$ cat src/design/sm83ld_pkg.sv
// ----------------------------------------------------------------------------
// sm83ld_pkg
// Shared types, opcode names and class codes for the SM83 16-bit load unit.
// ----------------------------------------------------------------------------
package sm83ld_pkg;

    // Opcodes of the 16-bit load group
    localparam logic [7:0] OP_LD_BC    = 8'h01;
    localparam logic [7:0] OP_LD_DE    = 8'h11;
    localparam logic [7:0] OP_LD_HL    = 8'h21;
    localparam logic [7:0] OP_LD_SP    = 8'h31;
    localparam logic [7:0] OP_ST_SP    = 8'h08;
    localparam logic [7:0] OP_POP_BC   = 8'hC1;
    localparam logic [7:0] OP_POP_DE   = 8'hD1;
    localparam logic [7:0] OP_POP_HL   = 8'hE1;
    localparam logic [7:0] OP_POP_AF   = 8'hF1;
    localparam logic [7:0] OP_PUSH_BC  = 8'hC5;
    localparam logic [7:0] OP_PUSH_DE  = 8'hD5;
    localparam logic [7:0] OP_PUSH_HL  = 8'hE5;
    localparam logic [7:0] OP_PUSH_AF  = 8'hF5;
    localparam logic [7:0] OP_LD_HL_SPE = 8'hF8;
    localparam logic [7:0] OP_LD_SP_HL = 8'hF9;

    // Instruction classes produced by the decoder
    localparam logic [2:0] CLS_LD_IMM   = 3'd0;
    localparam logic [2:0] CLS_ST_SP    = 3'd1;
    localparam logic [2:0] CLS_POP      = 3'd2;
    localparam logic [2:0] CLS_PUSH     = 3'd3;
    localparam logic [2:0] CLS_LD_HL_SPE = 3'd4;
    localparam logic [2:0] CLS_LD_SP_HL = 3'd5;
    localparam logic [2:0] CLS_UNKNOWN  = 3'd6;

    // Register pair select, taken from opcode bits 5:4
    localparam logic [1:0] PAIR_BC    = 2'd0;
    localparam logic [1:0] PAIR_DE    = 2'd1;
    localparam logic [1:0] PAIR_HL    = 2'd2;
    localparam logic [1:0] PAIR_AF_SP = 2'd3;

    // Immediate bytes consumed after the opcode
    localparam logic [1:0] ADV_NONE = 2'd0;
    localparam logic [1:0] ADV_ONE  = 2'd1;
    localparam logic [1:0] ADV_TWO  = 2'd2;

    // Flag bit positions in F
    localparam int FLAG_H_BIT = 5;
    localparam int FLAG_C_BIT = 4;

    // Default depth of the queue between decoder and execute
    localparam int QUEUE_DEPTH_DEF = 2;

    // Decoded instruction word
    typedef struct packed {
        logic [2:0]  cls;
        logic [1:0]  pair;
        logic [1:0]  pc_adv;
        logic [15:0] imm;
        logic [15:0] stk;
    } item_t;

    // One result word
    typedef struct packed {
        logic        mem_write;
        logic [15:0] addr;
        logic [7:0]  data;
        logic        last;
        logic [1:0]  pc_adv;
        logic        unk;
        logic [15:0] sp;
        logic [15:0] hl;
    } result_t;

endpackage

$ cat src/design/sm83ld_front.sv
// ----------------------------------------------------------------------------
// sm83ld_front
// Accepts instruction words, decodes the opcode into a class and register
// pair, and holds the decoded word until the queue takes it.
// ----------------------------------------------------------------------------
module sm83ld_front
    import sm83ld_pkg::*;
(
    input  logic        clk,
    input  logic        rst_n,
    input  logic        in_valid,
    output logic        in_ready,
    input  logic [7:0]  opcode,
    input  logic [15:0] imm_word,
    input  logic [15:0] stack_word,
    output logic        push_valid,
    input  logic        push_ready,
    output item_t       push_item
);

    logic  valid_reg;
    logic  valid_next;
    item_t item_reg;
    item_t item_dec;
    logic  accept;

    // Decode the opcode
    always_comb
    begin
        item_dec.pair   = opcode[5:4];
        item_dec.imm    = imm_word;
        item_dec.stk    = stack_word;
        item_dec.pc_adv = ADV_NONE;
        unique case (opcode) inside
            OP_LD_BC, OP_LD_DE, OP_LD_HL, OP_LD_SP:
            begin
                item_dec.cls    = CLS_LD_IMM;
                item_dec.pc_adv = ADV_TWO;
            end
            OP_ST_SP:
            begin
                item_dec.cls    = CLS_ST_SP;
                item_dec.pc_adv = ADV_TWO;
            end
            OP_POP_BC, OP_POP_DE, OP_POP_HL, OP_POP_AF:
                item_dec.cls = CLS_POP;
            OP_PUSH_BC, OP_PUSH_DE, OP_PUSH_HL, OP_PUSH_AF:
                item_dec.cls = CLS_PUSH;
            OP_LD_HL_SPE:
            begin
                item_dec.cls    = CLS_LD_HL_SPE;
                item_dec.pc_adv = ADV_ONE;
            end
            OP_LD_SP_HL:
                item_dec.cls = CLS_LD_SP_HL;
            default:
                item_dec.cls = CLS_UNKNOWN;
        endcase
    end

    // Take a new word when the stage is empty or draining into the queue
    assign in_ready   = !valid_reg || push_ready;
    assign accept     = in_valid && in_ready;
    assign valid_next = accept || (valid_reg && !push_ready);

    always_ff @(posedge clk or negedge rst_n)
    begin
        if (!rst_n)
        begin
            valid_reg <= 1'b0;
        end
        else
        begin
            valid_reg <= valid_next;
        end
    end

    // Capture the decoded word
    always_ff @(posedge clk)
    begin
        if (accept)
        begin
            item_reg <= item_dec;
        end
    end

    assign push_valid = valid_reg;
    assign push_item  = item_reg;

endmodule

$ cat src/design/sm83ld_queue.sv
// ----------------------------------------------------------------------------
// sm83ld_queue
// Short first-in first-out queue of decoded words between decode and execute.
// ----------------------------------------------------------------------------
module sm83ld_queue
    import sm83ld_pkg::*;
#(
    parameter int DEPTH = QUEUE_DEPTH_DEF
)
(
    input  logic  clk,
    input  logic  rst_n,
    input  logic  push_valid,
    output logic  push_ready,
    input  item_t push_item,
    output logic  pop_valid,
    input  logic  pop_ready,
    output item_t pop_item
);

    localparam int PTR_W = (DEPTH > 1) ? $clog2(DEPTH) : 1;
    localparam int CNT_W = $clog2(DEPTH + 1);

    item_t            entry_reg [DEPTH];
    logic [PTR_W-1:0] wr_ptr_reg;
    logic [PTR_W-1:0] wr_ptr_next;
    logic [PTR_W-1:0] rd_ptr_reg;
    logic [PTR_W-1:0] rd_ptr_next;
    logic [CNT_W-1:0] count_reg;
    logic [CNT_W-1:0] count_next;
    logic             do_push;
    logic             do_pop;

    assign push_ready = (count_reg != CNT_W'(DEPTH));
    assign pop_valid  = (count_reg != '0);
    assign do_push    = push_valid && push_ready;
    assign do_pop     = pop_valid && pop_ready;
    assign pop_item   = entry_reg[rd_ptr_reg];

    // Advance pointers with wrap at the queue depth
    always_comb
    begin
        wr_ptr_next = wr_ptr_reg;
        rd_ptr_next = rd_ptr_reg;
        count_next  = count_reg;
        if (do_push)
        begin
            wr_ptr_next = (wr_ptr_reg == PTR_W'(DEPTH - 1)) ? '0 : wr_ptr_reg + PTR_W'(1);
        end
        if (do_pop)
        begin
            rd_ptr_next = (rd_ptr_reg == PTR_W'(DEPTH - 1)) ? '0 : rd_ptr_reg + PTR_W'(1);
        end
        if (do_push && !do_pop)
        begin
            count_next = count_reg + CNT_W'(1);
        end
        else if (do_pop && !do_push)
        begin
            count_next = count_reg - CNT_W'(1);
        end
    end

    always_ff @(posedge clk or negedge rst_n)
    begin
        if (!rst_n)
        begin
            wr_ptr_reg <= '0;
            rd_ptr_reg <= '0;
            count_reg  <= '0;
        end
        else
        begin
            wr_ptr_reg <= wr_ptr_next;
            rd_ptr_reg <= rd_ptr_next;
            count_reg  <= count_next;
        end
    end

    // Store the incoming word
    always_ff @(posedge clk)
    begin
        if (do_push)
        begin
            entry_reg[wr_ptr_reg] <= push_item;
        end
    end

endmodule

$ cat src/design/sm83ld_back.sv
// ----------------------------------------------------------------------------
// sm83ld_back
// Executes decoded words against the register file and stack pointer and
// drives result words through an output register; a second write result is
// parked in a pending register and sent once the first result word is taken.
// ----------------------------------------------------------------------------
module sm83ld_back
    import sm83ld_pkg::*;
(
    input  logic    clk,
    input  logic    rst_n,
    input  logic    pop_valid,
    output logic    pop_ready,
    input  item_t   pop_item,
    output logic    out_valid,
    input  logic    out_ready,
    output result_t out_result
);

    logic [7:0]  a_reg, f_reg, b_reg, c_reg, d_reg, e_reg, h_reg, l_reg;
    logic [7:0]  a_next, f_next, b_next, c_next, d_next, e_next, h_next, l_next;
    logic [15:0] sp_reg, sp_next;

    logic    out_valid_reg, out_valid_next;
    result_t out_reg, out_next;
    logic    pend_valid_reg, pend_valid_next;
    result_t pend_reg, pend_next;

    logic    out_load;
    logic    exec;
    logic    two_results;
    result_t first_res;
    result_t second_res;

    logic [15:0] sp_m1;
    logic [15:0] sp_m2;
    logic [15:0] sp_p2;
    logic [15:0] e8_ext;
    logic [15:0] spe_sum;
    logic [4:0]  nib_sum;
    logic [8:0]  byte_sum;
    logic [7:0]  push_hi;
    logic [7:0]  push_lo;

    assign out_load  = !out_valid_reg || out_ready;
    assign pop_ready = out_load && !pend_valid_reg;
    assign exec      = pop_valid && pop_ready;

    // Stack and offset arithmetic
    assign sp_m1    = sp_reg - 16'd1;
    assign sp_m2    = sp_reg - 16'd2;
    assign sp_p2    = sp_reg + 16'd2;
    assign e8_ext   = {{8{pop_item.imm[7]}}, pop_item.imm[7:0]};
    assign spe_sum  = sp_reg + e8_ext;
    assign nib_sum  = {1'b0, sp_reg[3:0]} + {1'b0, pop_item.imm[3:0]};
    assign byte_sum = {1'b0, sp_reg[7:0]} + {1'b0, pop_item.imm[7:0]};

    // Select the pair pushed
    always_comb
    begin
        case (pop_item.pair)
            PAIR_BC:
            begin
                push_hi = b_reg;
                push_lo = c_reg;
            end
            PAIR_DE:
            begin
                push_hi = d_reg;
                push_lo = e_reg;
            end
            PAIR_HL:
            begin
                push_hi = h_reg;
                push_lo = l_reg;
            end
            default:
            begin
                push_hi = a_reg;
                push_lo = f_reg;
            end
        endcase
    end

    // Execute the head word: next register state and its result words
    always_comb
    begin
        a_next = a_reg;
        f_next = f_reg;
        b_next = b_reg;
        c_next = c_reg;
        d_next = d_reg;
        e_next = e_reg;
        h_next = h_reg;
        l_next = l_reg;
        sp_next = sp_reg;
        two_results = 1'b0;
        first_res  = '0;
        second_res = '0;
        first_res.last  = 1'b1;
        second_res.last = 1'b1;

        unique case (pop_item.cls)
            CLS_LD_IMM:
            begin
                case (pop_item.pair)
                    PAIR_BC:
                    begin
                        b_next = pop_item.imm[15:8];
                        c_next = pop_item.imm[7:0];
                    end
                    PAIR_DE:
                    begin
                        d_next = pop_item.imm[15:8];
                        e_next = pop_item.imm[7:0];
                    end
                    PAIR_HL:
                    begin
                        h_next = pop_item.imm[15:8];
                        l_next = pop_item.imm[7:0];
                    end
                    default:
                        sp_next = pop_item.imm;
                endcase
            end
            CLS_ST_SP:
            begin
                two_results          = 1'b1;
                first_res.mem_write  = 1'b1;
                first_res.addr       = pop_item.imm;
                first_res.data       = sp_reg[7:0];
                first_res.last       = 1'b0;
                second_res.mem_write = 1'b1;
                second_res.addr      = pop_item.imm + 16'd1;
                second_res.data      = sp_reg[15:8];
            end
            CLS_POP:
            begin
                sp_next = sp_p2;
                case (pop_item.pair)
                    PAIR_BC:
                    begin
                        b_next = pop_item.stk[15:8];
                        c_next = pop_item.stk[7:0];
                    end
                    PAIR_DE:
                    begin
                        d_next = pop_item.stk[15:8];
                        e_next = pop_item.stk[7:0];
                    end
                    PAIR_HL:
                    begin
                        h_next = pop_item.stk[15:8];
                        l_next = pop_item.stk[7:0];
                    end
                    default:
                    begin
                        // low nibble of F always reads zero
                        a_next = pop_item.stk[15:8];
                        f_next = {pop_item.stk[7:4], 4'b0000};
                    end
                endcase
            end
            CLS_PUSH:
            begin
                sp_next              = sp_m2;
                two_results          = 1'b1;
                first_res.mem_write  = 1'b1;
                first_res.addr       = sp_m1;
                first_res.data       = push_hi;
                first_res.last       = 1'b0;
                second_res.mem_write = 1'b1;
                second_res.addr      = sp_m2;
                second_res.data      = push_lo;
            end
            CLS_LD_HL_SPE:
            begin
                h_next = spe_sum[15:8];
                l_next = spe_sum[7:0];
                f_next = '0;
                f_next[FLAG_H_BIT] = nib_sum[4];
                f_next[FLAG_C_BIT] = byte_sum[8];
            end
            CLS_LD_SP_HL:
                sp_next = {h_reg, l_reg};
            default:
                first_res.unk = 1'b1;
        endcase

        // Fields shared by both result words
        first_res.pc_adv  = pop_item.pc_adv;
        second_res.pc_adv = pop_item.pc_adv;
        first_res.sp      = sp_next;
        second_res.sp     = sp_next;
        first_res.hl      = {h_next, l_next};
        second_res.hl     = {h_next, l_next};
    end

    // Steer the output and pending registers
    always_comb
    begin
        out_valid_next  = out_valid_reg;
        out_next        = out_reg;
        pend_valid_next = pend_valid_reg;
        pend_next       = pend_reg;
        if (out_load)
        begin
            if (pend_valid_reg)
            begin
                out_valid_next  = 1'b1;
                out_next        = pend_reg;
                pend_valid_next = 1'b0;
            end
            else if (exec)
            begin
                out_valid_next  = 1'b1;
                out_next        = first_res;
                pend_valid_next = two_results;
                pend_next       = second_res;
            end
            else
            begin
                out_valid_next = 1'b0;
            end
        end
    end

    always_ff @(posedge clk or negedge rst_n)
    begin
        if (!rst_n)
        begin
            a_reg          <= '0;
            f_reg          <= '0;
            b_reg          <= '0;
            c_reg          <= '0;
            d_reg          <= '0;
            e_reg          <= '0;
            h_reg          <= '0;
            l_reg          <= '0;
            sp_reg         <= '0;
            out_valid_reg  <= 1'b0;
            pend_valid_reg <= 1'b0;
        end
        else
        begin
            if (exec)
            begin
                a_reg  <= a_next;
                f_reg  <= f_next;
                b_reg  <= b_next;
                c_reg  <= c_next;
                d_reg  <= d_next;
                e_reg  <= e_next;
                h_reg  <= h_next;
                l_reg  <= l_next;
                sp_reg <= sp_next;
            end
            out_valid_reg  <= out_valid_next;
            pend_valid_reg <= pend_valid_next;
        end
    end

    // Result payload
    always_ff @(posedge clk)
    begin
        out_reg  <= out_next;
        pend_reg <= pend_next;
    end

    assign out_valid  = out_valid_reg;
    assign out_result = out_reg;

endmodule

$ cat src/design/sm83_sixteen_bit_load_unit.sv
// Path: decode stage register, queue, then the output register with the first result word.
// Throughput: one instruction per cycle for single-result opcodes while the output is
// not stalled; PUSH and LD (a16),SP issue two result words, one per cycle, from the output
// register. Decode stage and queue keep accepting under an output stall until full.
// Reset: A, F, B, C, D, E, H, L and SP clear to zero; queue and output registers empty.
// ----------------------------------------------------------------------------
// sm83_sixteen_bit_load_unit
// SM83 16-bit load group: decode front end, word queue and execute back end.
// ----------------------------------------------------------------------------
module sm83_sixteen_bit_load_unit
    import sm83ld_pkg::*;
#(
    parameter int QUEUE_DEPTH = QUEUE_DEPTH_DEF
)
(
    input  logic        clk,
    input  logic        rst_n,
    input  logic        s_axis_tvalid,
    output logic        s_axis_tready,
    input  logic [39:0] s_axis_tdata,  // opcode[7:0], imm_word[23:8], stack_word[39:24]
    output logic        m_axis_tvalid,
    input  logic        m_axis_tready,
    output logic [63:0] m_axis_tdata,  // write_address[15:0], write_data[23:16],
                                       // pc_advance[25:24], sp_now[41:26],
                                       // hl_now[57:42], zero[63:58]
    output logic [1:0]  m_axis_tuser,  // mem_write[0], unknown_opcode[1]
    output logic        m_axis_tlast   // last_result
);

    logic    q_push_valid;
    logic    q_push_ready;
    item_t   q_push_item;
    logic    q_pop_valid;
    logic    q_pop_ready;
    item_t   q_pop_item;
    result_t res;

    sm83ld_front u_front (
        .clk        (clk),
        .rst_n      (rst_n),
        .in_valid   (s_axis_tvalid),
        .in_ready   (s_axis_tready),
        .opcode     (s_axis_tdata[7:0]),
        .imm_word   (s_axis_tdata[23:8]),
        .stack_word (s_axis_tdata[39:24]),
        .push_valid (q_push_valid),
        .push_ready (q_push_ready),
        .push_item  (q_push_item)
    );

    sm83ld_queue #(
        .DEPTH (QUEUE_DEPTH)
    ) u_queue (
        .clk        (clk),
        .rst_n      (rst_n),
        .push_valid (q_push_valid),
        .push_ready (q_push_ready),
        .push_item  (q_push_item),
        .pop_valid  (q_pop_valid),
        .pop_ready  (q_pop_ready),
        .pop_item   (q_pop_item)
    );

    sm83ld_back u_back (
        .clk        (clk),
        .rst_n      (rst_n),
        .pop_valid  (q_pop_valid),
        .pop_ready  (q_pop_ready),
        .pop_item   (q_pop_item),
        .out_valid  (m_axis_tvalid),
        .out_ready  (m_axis_tready),
        .out_result (res)
    );

    // Pack the result word
    assign m_axis_tdata = {6'b000000, res.hl, res.sp, res.pc_adv, res.data, res.addr};
    assign m_axis_tuser = {res.unk, res.mem_write};
    assign m_axis_tlast = res.last;

`ifndef SYNTHESIS
    // A result that is not a memory write is always the only one of its instruction
    assert property (@(posedge clk) disable iff (!rst_n)
        (m_axis_tvalid && !m_axis_tuser[0]) |-> m_axis_tlast)
        else $error("non-write result without last");

    // An unknown opcode never writes and consumes no immediate
    assert property (@(posedge clk) disable iff (!rst_n)
        (m_axis_tvalid && m_axis_tuser[1]) |-> (!m_axis_tuser[0] && res.pc_adv == ADV_NONE))
        else $error("unknown opcode result with side effects");

    // The second write of a pair follows right after the first is taken
    assert property (@(posedge clk) disable iff (!rst_n)
        (m_axis_tvalid && m_axis_tready && m_axis_tuser[0] && !m_axis_tlast)
        |=> (m_axis_tvalid && m_axis_tuser[0] && m_axis_tlast))
        else $error("second write of a pair missing");

    // The back end never pops an item while the queue is empty
    assert property (@(posedge clk) disable iff (!rst_n)
        (q_pop_ready && !q_pop_valid) |=> !(m_axis_tvalid && !$past(m_axis_tvalid)
            && !$past(q_pop_valid) && !$past(m_axis_tuser[0])))
        else $error("result appeared without a queued item");
`endif

endmodule

$ cat config.mk
export PLATFORM = sky130hd
export DESIGN_NAME = sm83_sixteen_bit_load_unit
export DESIGN_NICKNAME = d
export VERILOG_FILES = /design/src/design/sm83ld_pkg.sv /design/src/design/sm83ld_front.sv /design/src/design/sm83ld_queue.sv /design/src/design/sm83ld_back.sv /design/src/design/sm83_sixteen_bit_load_unit.sv
export SDC_FILE = /design/constraint.sdc
export NUM_CORES = 1
export LEC_CHECK = 0
export ABC_AREA = 1
export BUFFER_PORTS_ARGS = -buffer_cell sky130_fd_sc_hd__buf_2
export CAP_MARGIN = 5
export CORE_AREA = 8 8 183 185
export CTS_CLUSTER_DIAMETER = 120
export CTS_CLUSTER_SIZE = 10
export DETAILED_ROUTE_END_ITERATION = 12
export DIE_AREA = 0 0 191 193
export PLACE_DENSITY = 0.73
export SLEW_MARGIN = 40
export SYNTH_ARGS = -nofsm -noshare
export SYNTH_HDL_FRONTEND = slang
export SYNTH_SLANG_ARGS = --single-unit
$ cat constraint.sdc
create_clock -name clk -period 4.8 [get_ports clk]
set_clock_uncertainty 0.05 [all_clocks]
set_input_delay 0.96 -clock clk [delete_from_list [all_inputs] [get_ports clk]]
set_output_delay 0.96 -clock clk [all_outputs]
set_load 0.01 [all_outputs]
==> results of run 1 <==
cell type report:
| cell class | instances | area, um2 |
|---|---|---|
| Clock buffer | 65 | 1030 |
| Clock inverter | 2 | 17.5 |
| Fill cell | 2710 | 12400 |
| Inverter | 180 | 688 |
| Multi-Input combinational cell | 1294 | 6290 |
| Sequential cell | 320 | 9200 |
| Tap cell | 402 | 503 |
| Timing Repair Buffer | 123 | 723 |
critical path, cell delays in order, from the launching register on:
cell,delay (ns)
dfrtp_1,0.38
buf_4,0.30
o21ai_1,0.76
inv_1,0.33
ha_1,0.45
nand2_1,0.16
inv_1,0.07
nand2_1,0.06
nand2_1,0.10
or2_2,0.28
nand2_1,0.07
nand3_1,0.14
nand2_1,0.10
nand2_1,0.05
stage by stage:
stage | utilization [%] | total power [mW] | setup slack (ns) | hold slack (ns) | cell area [um2]
2_1_floorplan | - | 9.49 | 0.277 | 0.371 | 16600
3_3_place_gp | 56.1 | 11.6 | 1.39 | 0.373 | 17300
3_5_place_dp | 56.4 | 11.7 | 1.34 | 0.382 | 17400
4_1_cts | 59.8 | 14.3 | 1.33 | 0.394 | 18400
5_1_grt | 59.9 | 15.2 | 0.974 | 0.399 | 18500
6_report | 59.9 | 14.4 | 1.24 | 0.392 | 18500
cells in the mapped netlist (17+ instances only):
library cell / number
a21oi_1: 62
inv_1: 167
nand4_1: 20
o21ai_0: 93
o21ai_1: 23
nor2_1: 156
ha_1: 21
edfxtp_1: 237
nand2_1: 612
dfrtp_1: 83
nand3_1: 137
buf_2: 17
clkbuf_1: 25
power breakdown:
group / internal [mW] / total (mW) / leakage, nW / switching (mW)
clock: 1.45 / 2.53 / 0.498 / 1.08
combinational: 1.85 / 6.79 / 4.33 / 4.94
sequential: 4.50 / 5.05 / 3.32 / 0.550
total: 7.80 / 14.4 / 8.15 / 6.57
path summary, 6_finish.rpt:
check | start | endpoint | slack (ns) | cells after the start
max in group asynchronous | rst_n | u_queue.count_reg[0]$_DFFE_PN0P_ | 3.29 | 2
worst max-delay path | u_queue.rd_ptr_reg$_DFFE_PN0P_ | u_back.out_result[5]$_DFFE_PP_ | 1.24 | 13
worst min-delay path | u_front.push_item[37]$_DFFE_PP_ | u_queue.entry_reg[0][37]$_DFFE_PP_ | 0.39 | 0
worst min register to register | u_front.push_item[37]$_DFFE_PP_ | u_queue.entry_reg[0][37]$_DFFE_PP_ | 0.39 | 0
min in group asynchronous | rst_n | u_back.e_reg[6]$_DFFE_PN0P_ | 0.42 | 1
worst max register to register | u_queue.rd_ptr_reg$_DFFE_PN0P_ | u_back.out_result[5]$_DFFE_PP_ | 1.24 | 13
layer usage:
metal  GRT usage [%]  wire, um  vias to the layer above
met5               0         0                        -
met4            13.8      2700                        0
met3            4.59      3990                      139
met2            43.2     22800                      624
met1            36.8     21200                     6374
li1                -         -                     6377
cell families (layout without fill, tap and decap cells):
group,after synthesis,count (layout)
AOI/OAI and AO/OA,245,245
xor gates and xnor gates,9,9
adders and majority gates,22,22
buffers and inverters,258,370
DFF,320,320
muxes,10,10
other,1,6
and+or+nand+nor,1002,1002
==> impl_results.md, run 1 <==
- Status: complete, no violations
- Reg clk slew, reported paths: 0.05 ns
- Fin cells: 2386
- Final period utilization: 74.1%
- Cell Area, Synth: 16600 um2
- Most common cell after layout, fill and taps aside: nand2_1
- Post-Synth Simple-Gate Area: 26.3%
- Slew headroom: 39.2%
- Leakage: 8.15 nW
- Mux cell area share after synthesis: 0.678%
- Syn Area/Cell: 8.89 um2
- Synth Area in Adders: 1.70%
- Register area share after synthesis: 55.4%
- ANT nets after route: 0
- Total grt overflow: 0
- Antenna violations before repair: 0
- Top cell type's share of synthesized area: 42.9%
- Pin count of the biggest net entering global routing: 64
- CP endpoint kind: flop
- Mapped Cells: 1867
- Fmax: 281 MHz
- Placed cell count: 2318
- Hold_buf cts: 0
- Critical path peak fanout: 46
- Vias: 13500
- All-layer global routing usage: 27.5%
- Clock Tree Root: clkbuf_16
- Nets: 2022
- CP Class: flop to flop
- Pwr dens: 779 nW/um2
- Post-Synth XOR/XNOR Area: 0.475%
- Endpoints failing setup: 0
- Syn-to-layout area delta: 11.2%
- Worst vdd ir: 0.388 mV
- CTS tree: yes
- Vias in the first global route: 13100
- PortBufs: 106
- 1st-pass router iterations: 8
- Clk_lat worst skew: 0.53 ns
- Die area: 36900 um2
- DRT iter0 DRCs: 1344
- Count of final max-slew check failures: 0
- Yosys top cell by area: edfxtp_1
- Compound-Gate Fraction of Synth Area: 8.49%
- Hold Vio Cnt, Final: 0
- Largest family of logic cells by synthesized area: simple AND/OR/NAND/NOR gates
- Top FF cell, synth: edfxtp_1
- Commonest cells after routing, fill and taps aside: nand2_1, edfxtp_1, inv_1
- First-pass GRT wire length: 77.3 mm
- Total of max-cap violations: 0
- DRC: 0
- Distinct cells, synth: 55
- FP Rows: 65
- Min-delay worst type: flop to flop
- Worst-margin pin slew: 0.903 ns
- WP data required: 5.02 ns
- DIE HEIGHT: 193 um
- Post_cts resized: 0
- Antenna Cells: 0
- Vias per cell: 5.66
- Avg WL per Cell: 21.2 um
- Yosys reg bits: 320
- Ys Warns: 0
- CTS Buf Count: 37
- Core footprint: 30800 um2
- Top post-synthesis cells by area: edfxtp_1, nand2_1, dfrtp_1
- Ys async rst share: 25.9%
- Setup_tns: 0 ns
- CTS max path bufs: 3
- Arr. time, crit path: 3.78 ns
- Number of synthesized flops with an enable pin: 237
- IO Count: 113
- RSZ-0062 raised after global routing: no
- Max FFs per register: 78
- Die width: 191 um
- Post-CTS setup repair buffer count: 0
- H-tree levels: 2
- Routability-driven placement congestion ratio: 0.991
- Final WL: 50.6 mm
- CP Launch Type: flop
- Initial Util: 53.8%
- Tmin final: 3.56 ns
- Clock sinks: 320
- HPWL Detailed: 36.8 mm
- Fraction of layout cells with a size suffix above 1: 12.6%
No activity file was read; power rests on OpenSTA's default activity.
==> inputs of run 2 (changes only) <==
Clock period 4.8 ns to 3.3 ns, I/O delays scaled along.
==> run 2 against run 1 <==
  * Register-to-register slack lost 0.94 ns
  * Sequential share of layout area shrank 0.41 points
  * Setup slack lost 0.94 ns
  * Combinational power grew 49%
  * Final area grew 0.83%
  * Die area is the same
  * Critical path type unchanged
  * Critical endpoint is now u_back.out_result[8]$_DFFE_PP_
  * Largest cell class unchanged
  * Highest routed layer unchanged
==> impl_results.md, run 2 (synthesized netlist as in run 1, its figures left out) <==
- HPWL Detailed: 38.2 mm
- Pin count of the biggest net entering global routing: 62
- CP Class: flop to flop
- Pwr dens: 1130 nW/um2
- Arr. time, crit path: 3.22 ns
- Core footprint: 30800 um2
- Die area: 36900 um2
- H-tree levels: 2
- Initial Util: 53.8%
- DRC: 0
- Setup_tns: 0 ns
- Vias per cell: 5.67
- Max FFs per register: 78
- Count of final max-slew check failures: 0
- DRT iter0 DRCs: 1290
- FP Rows: 65
- Fraction of layout cells with a size suffix above 1: 13.7%
- Hold Vio Cnt, Final: 0
- 1st-pass router iterations: 5
- ANT nets after route: 0
- Leakage: 8.27 nW
- All-layer global routing usage: 27.9%
- Post-CTS setup repair buffer count: 0
- Total grt overflow: 0
- WP data required: 3.52 ns
- Worst vdd ir: 0.506 mV
- Total of max-cap violations: 0
- CTS Buf Count: 37
- IO Count: 113
- Die width: 191 um
- Placed cell count: 2345
- Avg WL per Cell: 21.3 um
- Hold_buf cts: 0
- Total power: 21.0 mW
- CTS max path bufs: 3
- Reg2reg start: u_queue.rd_ptr_reg$_DFFE_PN0P_
- Commonest cells after routing, fill and taps aside: nand2_1, edfxtp_1, inv_1
- Reg2Reg Setup Slack: 0.31 ns
- R2R cell count: 15
- Vias in the first global route: 13200
- DIE HEIGHT: 193 um
- Endpoints failing setup: 0
- Clk_lat worst skew: 0.52 ns
- RSZ-0062 raised after global routing: no
- Reg clk slew, reported paths: 0.06 ns
- Clock sinks: 320
- Setup WS pre-CTS: 0.405 ns
- Tmin final: 2.99 ns
- Fmax: 334 MHz
- Final period utilization: 90.7%
- FF-to-FF End: u_back.out_result[8]$_DFFE_PP_
- Post-route setup slack: 0.308 ns
- Post_cts resized: 0
- Routability-driven placement congestion ratio: 1.02
- Clock Tree Root: clkbuf_16
- Final WL: 51.5 mm
- CP endpoint kind: flop
- Worst-margin pin slew: 0.941 ns
- Critical path peak fanout: 20
- Most common cell after layout, fill and taps aside: nand2_1
- Syn-to-layout area delta: 12.1%
- Fin cells: 2411
- CP Launch Type: flop
- CTS tree: yes
- Min-delay worst type: primary input to async pin
- Antenna violations before repair: 1
- Utilization after layout: 60.4%
- PortBufs: 106
- Vias: 13700
- Nets: 2048
- Status: complete, no violations
- Slew headroom: 36.8%
- First-pass GRT wire length: 78.1 mm
==> run 2: changes by cell type in the layout (fill, tap and decap cells not counted) <==
cell / change
buf_6: +1
buf_8: -4
buf_12: +1
buf_4: +29
diode_2: +1
buf_16: -1
o21ai_1: +1
clkbuf_1: -2
o21ai_2: -1
==> run 2: worst max-delay path: stages, from the launching register on <==
cell     delay [ns]
dfrtp_1        0.48
buf_4          0.32
nand2_1        0.09
nand2_1        0.22
inv_1          0.13
fa_1           0.41
inv_1          0.15
nand3_1        0.09
nand3_1        0.21
nand2_1        0.11
nand3_1        0.11
nand2_1        0.06
nand3_1        0.08
nand3_2        0.09
nand2_1        0.09
nand2_1        0.06
==> run 2: where the power goes <==
group	leakage (nW)	internal [mW]	switching, mW
Sequential	3.32	6.55	0.783
Combinational	4.45	2.83	7.25
Clock	0.496	2.10	1.54
Total	8.27	11.5	9.57
==> run 2: how the worst max path moves through the flow <==
stage                                            startpoint                              to  slack (ns)  cells after the start
after floorplan           u_back.pend_valid_reg$_DFFE_PN0N_  u_back.out_result[0]$_DFFE_PP_        0.25                      4
after global placement       u_queue.rd_ptr_reg$_DFFE_PN0P_  u_back.out_result[8]$_DFFE_PP_        0.52                     15
after detailed placement     u_queue.rd_ptr_reg$_DFFE_PN0P_  u_back.out_result[8]$_DFFE_PP_        0.40                     15
after CTS                    u_queue.rd_ptr_reg$_DFFE_PN0P_  u_back.out_result[8]$_DFFE_PP_        0.39                     15
after global routing         u_queue.rd_ptr_reg$_DFFE_PN0P_  u_back.out_result[8]$_DFFE_PP_        0.14                     15
final                        u_queue.rd_ptr_reg$_DFFE_PN0P_  u_back.out_result[8]$_DFFE_PP_        0.31                     15
==> run 2: layer usage <==
metal	part of all wire (%)	vias to the layer above	global-route usage (%)
met2	45	640	43.8
met4	5.4	0	14.2
met3	8.3	158	4.80
li1	-	6434	-
met5	0	-	0
met1	41	6437	37.2
==> run 2: stage by stage <==
| stage | hold WS, ns | cell area (um2) |
|---|---|---|
| final | 0.145 | 18600 |
| after global placement | 0.374 | 17600 |
| after detailed placement | 0.380 | 17600 |
| after global routing | 0.178 | 18600 |
| after CTS | 0.170 | 18600 |
| after floorplan | 0.314 | 16600 |
==> run 2: area by class of cell <==
class	instances	area [um2]
Sequential cell	320	9200
Clock inverter	2	17.5
Tap cell	402	503
Timing Repair Buffer	149	885
Multi-Input combinational cell	1294	6290
Fill cell	2713	12200
Inverter	180	688
Clock buffer	63	1020
Antenna cell	1	2.50
==> inputs of run 3 (changes only) <==
Settings changed: PLACE_DENSITY 0.73 to 0.7.
==> run 3 against run 2 <==
  * Largest power group unchanged
  * Sequential cell count unchanged
  * Clock power rose by 3%
  * Via count down 0.49%
  * Final cell count hardly changed
  * Routed wire length increased by 1.7%
  * Power up 0.77%
  * Highest routed layer is now met5
  * Core utilization grew 0.13 points
  * Die area is the same
  * Largest cell class unchanged
  * Final area up 0.22%
  * Critical path depth down 1
  * Count of clock-buffer cells in the layout increased by 1
==> impl_results.md, run 3 (synthesized netlist as in run 1, its figures left out) <==
- Status: complete, no violations
- Max FFs per register: 78
- Setup_tns: 0 ns
- Worst vdd ir: 0.655 mV
- Hold Vio Cnt, Final: 0
- CTS tree: yes
- Cell Chain, Critical Path: inv_2 -> buf_4 -> nand2_1 -> nand2_4 -> ha_1 -> nand2_1 -> nand3_1 -> nand2_1 -> nand2_1 -> or2_2 -> nand2_1 -> nand3_1 -> nand2_1 -> nand2_1
- Tmin final: 2.96 ns
- CP delay by family, top: simple AND/OR/NAND/NOR gates
- HPWL Detailed: 38.6 mm
- Post-CTS setup repair buffer count: 0
- IO Count: 113
- Endpoints failing setup: 0
- Leakage: 8.28 nW
- Crit-path most repeated cell: nand2_1
- PortBufs: 106
- Post_cts resized: 0
- Syn-to-layout area delta: 12.3%
- Pwr dens: 1140 nW/um2
- 1st-pass router iterations: 6
- Fraction of layout cells with a size suffix above 1: 13.7%
- Slew headroom: 49.2%
- Worst-margin pin slew: 0.753 ns
- CP Class: flop to flop
- Nets: 2048
- DRC: 0
- Clock Tree Root: clkbuf_16
- Clock sinks: 320
- Total of max-cap violations: 0
- Reg clk slew, reported paths: 0.06 ns
- CTS Buf Count: 37
- Routability-driven placement congestion ratio: 0.974
- ANT nets after route: 0
- WP data required: 3.53 ns
- Arr. time, crit path: 3.19 ns
- Fillers: 2683
- FP Rows: 65
- DRT iter0 DRCs: 1406
- Post-route cell area: 18600 um2
- Hold_buf cts: 0
- First-pass GRT wire length: 78.5 mm
- Vias in the first global route: 12900
- Die width: 191 um
- Avg WL per Cell: 21.7 um
- DIE HEIGHT: 193 um
- Vias: 13600
- Commonest cells after routing, fill and taps aside: nand2_1, edfxtp_1, inv_1
- Final period utilization: 89.7%
- H-tree levels: 2
- Clk_lat worst skew: 0.54 ns
- Worst path slowest cell: dfrtp_1
- Pin count of the biggest net entering global routing: 62
- Vias per cell: 5.64
- Die area: 36900 um2
- CP bufs+invs: 2
- RSZ-0062 raised after global routing: no
- DP Area: 17500 um2
- Hold slack: 0.103 ns
- All-layer global routing usage: 28.3%
- CTS max path bufs: 3
- Fmax: 338 MHz
- Total grt overflow: 0
- CP endpoint kind: flop
- Core footprint: 30800 um2
- Min-delay worst type: primary input to async pin
- Worst path max stage delay: 0.47 ns
- Antenna violations before repair: 3
- Final WL: 52.3 mm
- Critical path peak fanout: 33
- Initial Util: 53.8%
- Count of final max-slew check failures: 0
- CP Launch Type: flop
- Antenna Cells: 0
- Most common cell after layout, fill and taps aside: nand2_1
[run 3: changes by cell type in the layout (fill, tap and decap cells not counted)]
| cell | before | now |
|---|---|---|
| buf_12 | 2 | 1 |
| diode_2 | 1 | 0 |
| inv_6 | 3 | 2 |
| buf_4 | 41 | 42 |
| clkbuf_1 | 26 | 27 |
| clkinv_16 | 0 | 2 |
[run 3: final timing paths]
check | startpoint | end | slack [ns] | cells after the start
setup / recovery | u_queue.rd_ptr_reg$_DFFE_PN0P_ | u_back.out_result[5]$_DFFE_PP_ | 0.34 | 14
hold / removal | rst_n | u_back.b_reg[6]$_DFFE_PN0P_ | 0.10 | 1
setup reg to reg | u_queue.rd_ptr_reg$_DFFE_PN0P_ | u_back.out_result[5]$_DFFE_PP_ | 0.34 | 14
hold reg to reg | u_front.push_item[15]$_DFFE_PP_ | u_queue.entry_reg[0][15]$_DFFE_PP_ | 0.39 | 0
max in group asynchronous | rst_n | u_back.sp_reg[8]$_DFFE_PN0P_ | 2.38 | 2
min in group clk | s_axis_tdata[31] | u_front.push_item[7]$_DFFE_PP_ | 0.25 | 1
[run 3: metrics by stage]
step                instances  utilization [%]  power, mW  setup slack (ns)
floorplan                1872                -       13.8             0.254
detailed placement       2345             56.9       17.4             0.375
global route             2412             60.5       22.5            0.0836
CTS                      2412             60.5       21.2             0.359
finish                   2412             60.5       21.2             0.339
global placement         2345             56.9       17.2             0.416
[run 3: where the power goes]
group	switching, mW	internal, mW
registers	0.805	6.55
logic	7.29	2.81
clock network	1.61	2.13
total	9.71	11.5
[run 3: cell type report]
class / count / area, um2 / area share (%)
clock buffers: 64 / 1030 / 5.51
clock inverters: 3 / 68.8 / 0.369
inverters: 180 / 688 / 3.69
multi-input cells: 1294 / 6290 / 33.7
flip-flops and latches: 320 / 9200 / 49.3
well taps: 402 / 503 / 2.70
repair buffers: 149 / 872 / 4.68
[run 3: worst reg2reg max path: cells and delay by family (launching register included)]
| family | cells | cell delay, ns |
|---|---|---|
| and+or+nand+nor | 11 | 1.44 |
| DFF | 1 | 0.47 |
| buffers and inverters | 2 | 0.44 |
| adders and majority gates | 1 | 0.32 |
[run 3: routing by layer]
| layer | up-vias | global-route usage [%] | part of all wire, % |
|---|---|---|---|
| li1 | 6433 | - | - |
| met1 | 6357 | 38.2 | 42 |
| met2 | 674 | 44.7 | 46 |
| met3 | 134 | 5.14 | 8.3 |
| met4 | 4 | 12.0 | 4.4 |
| met5 | - | 0 | 0.052 |
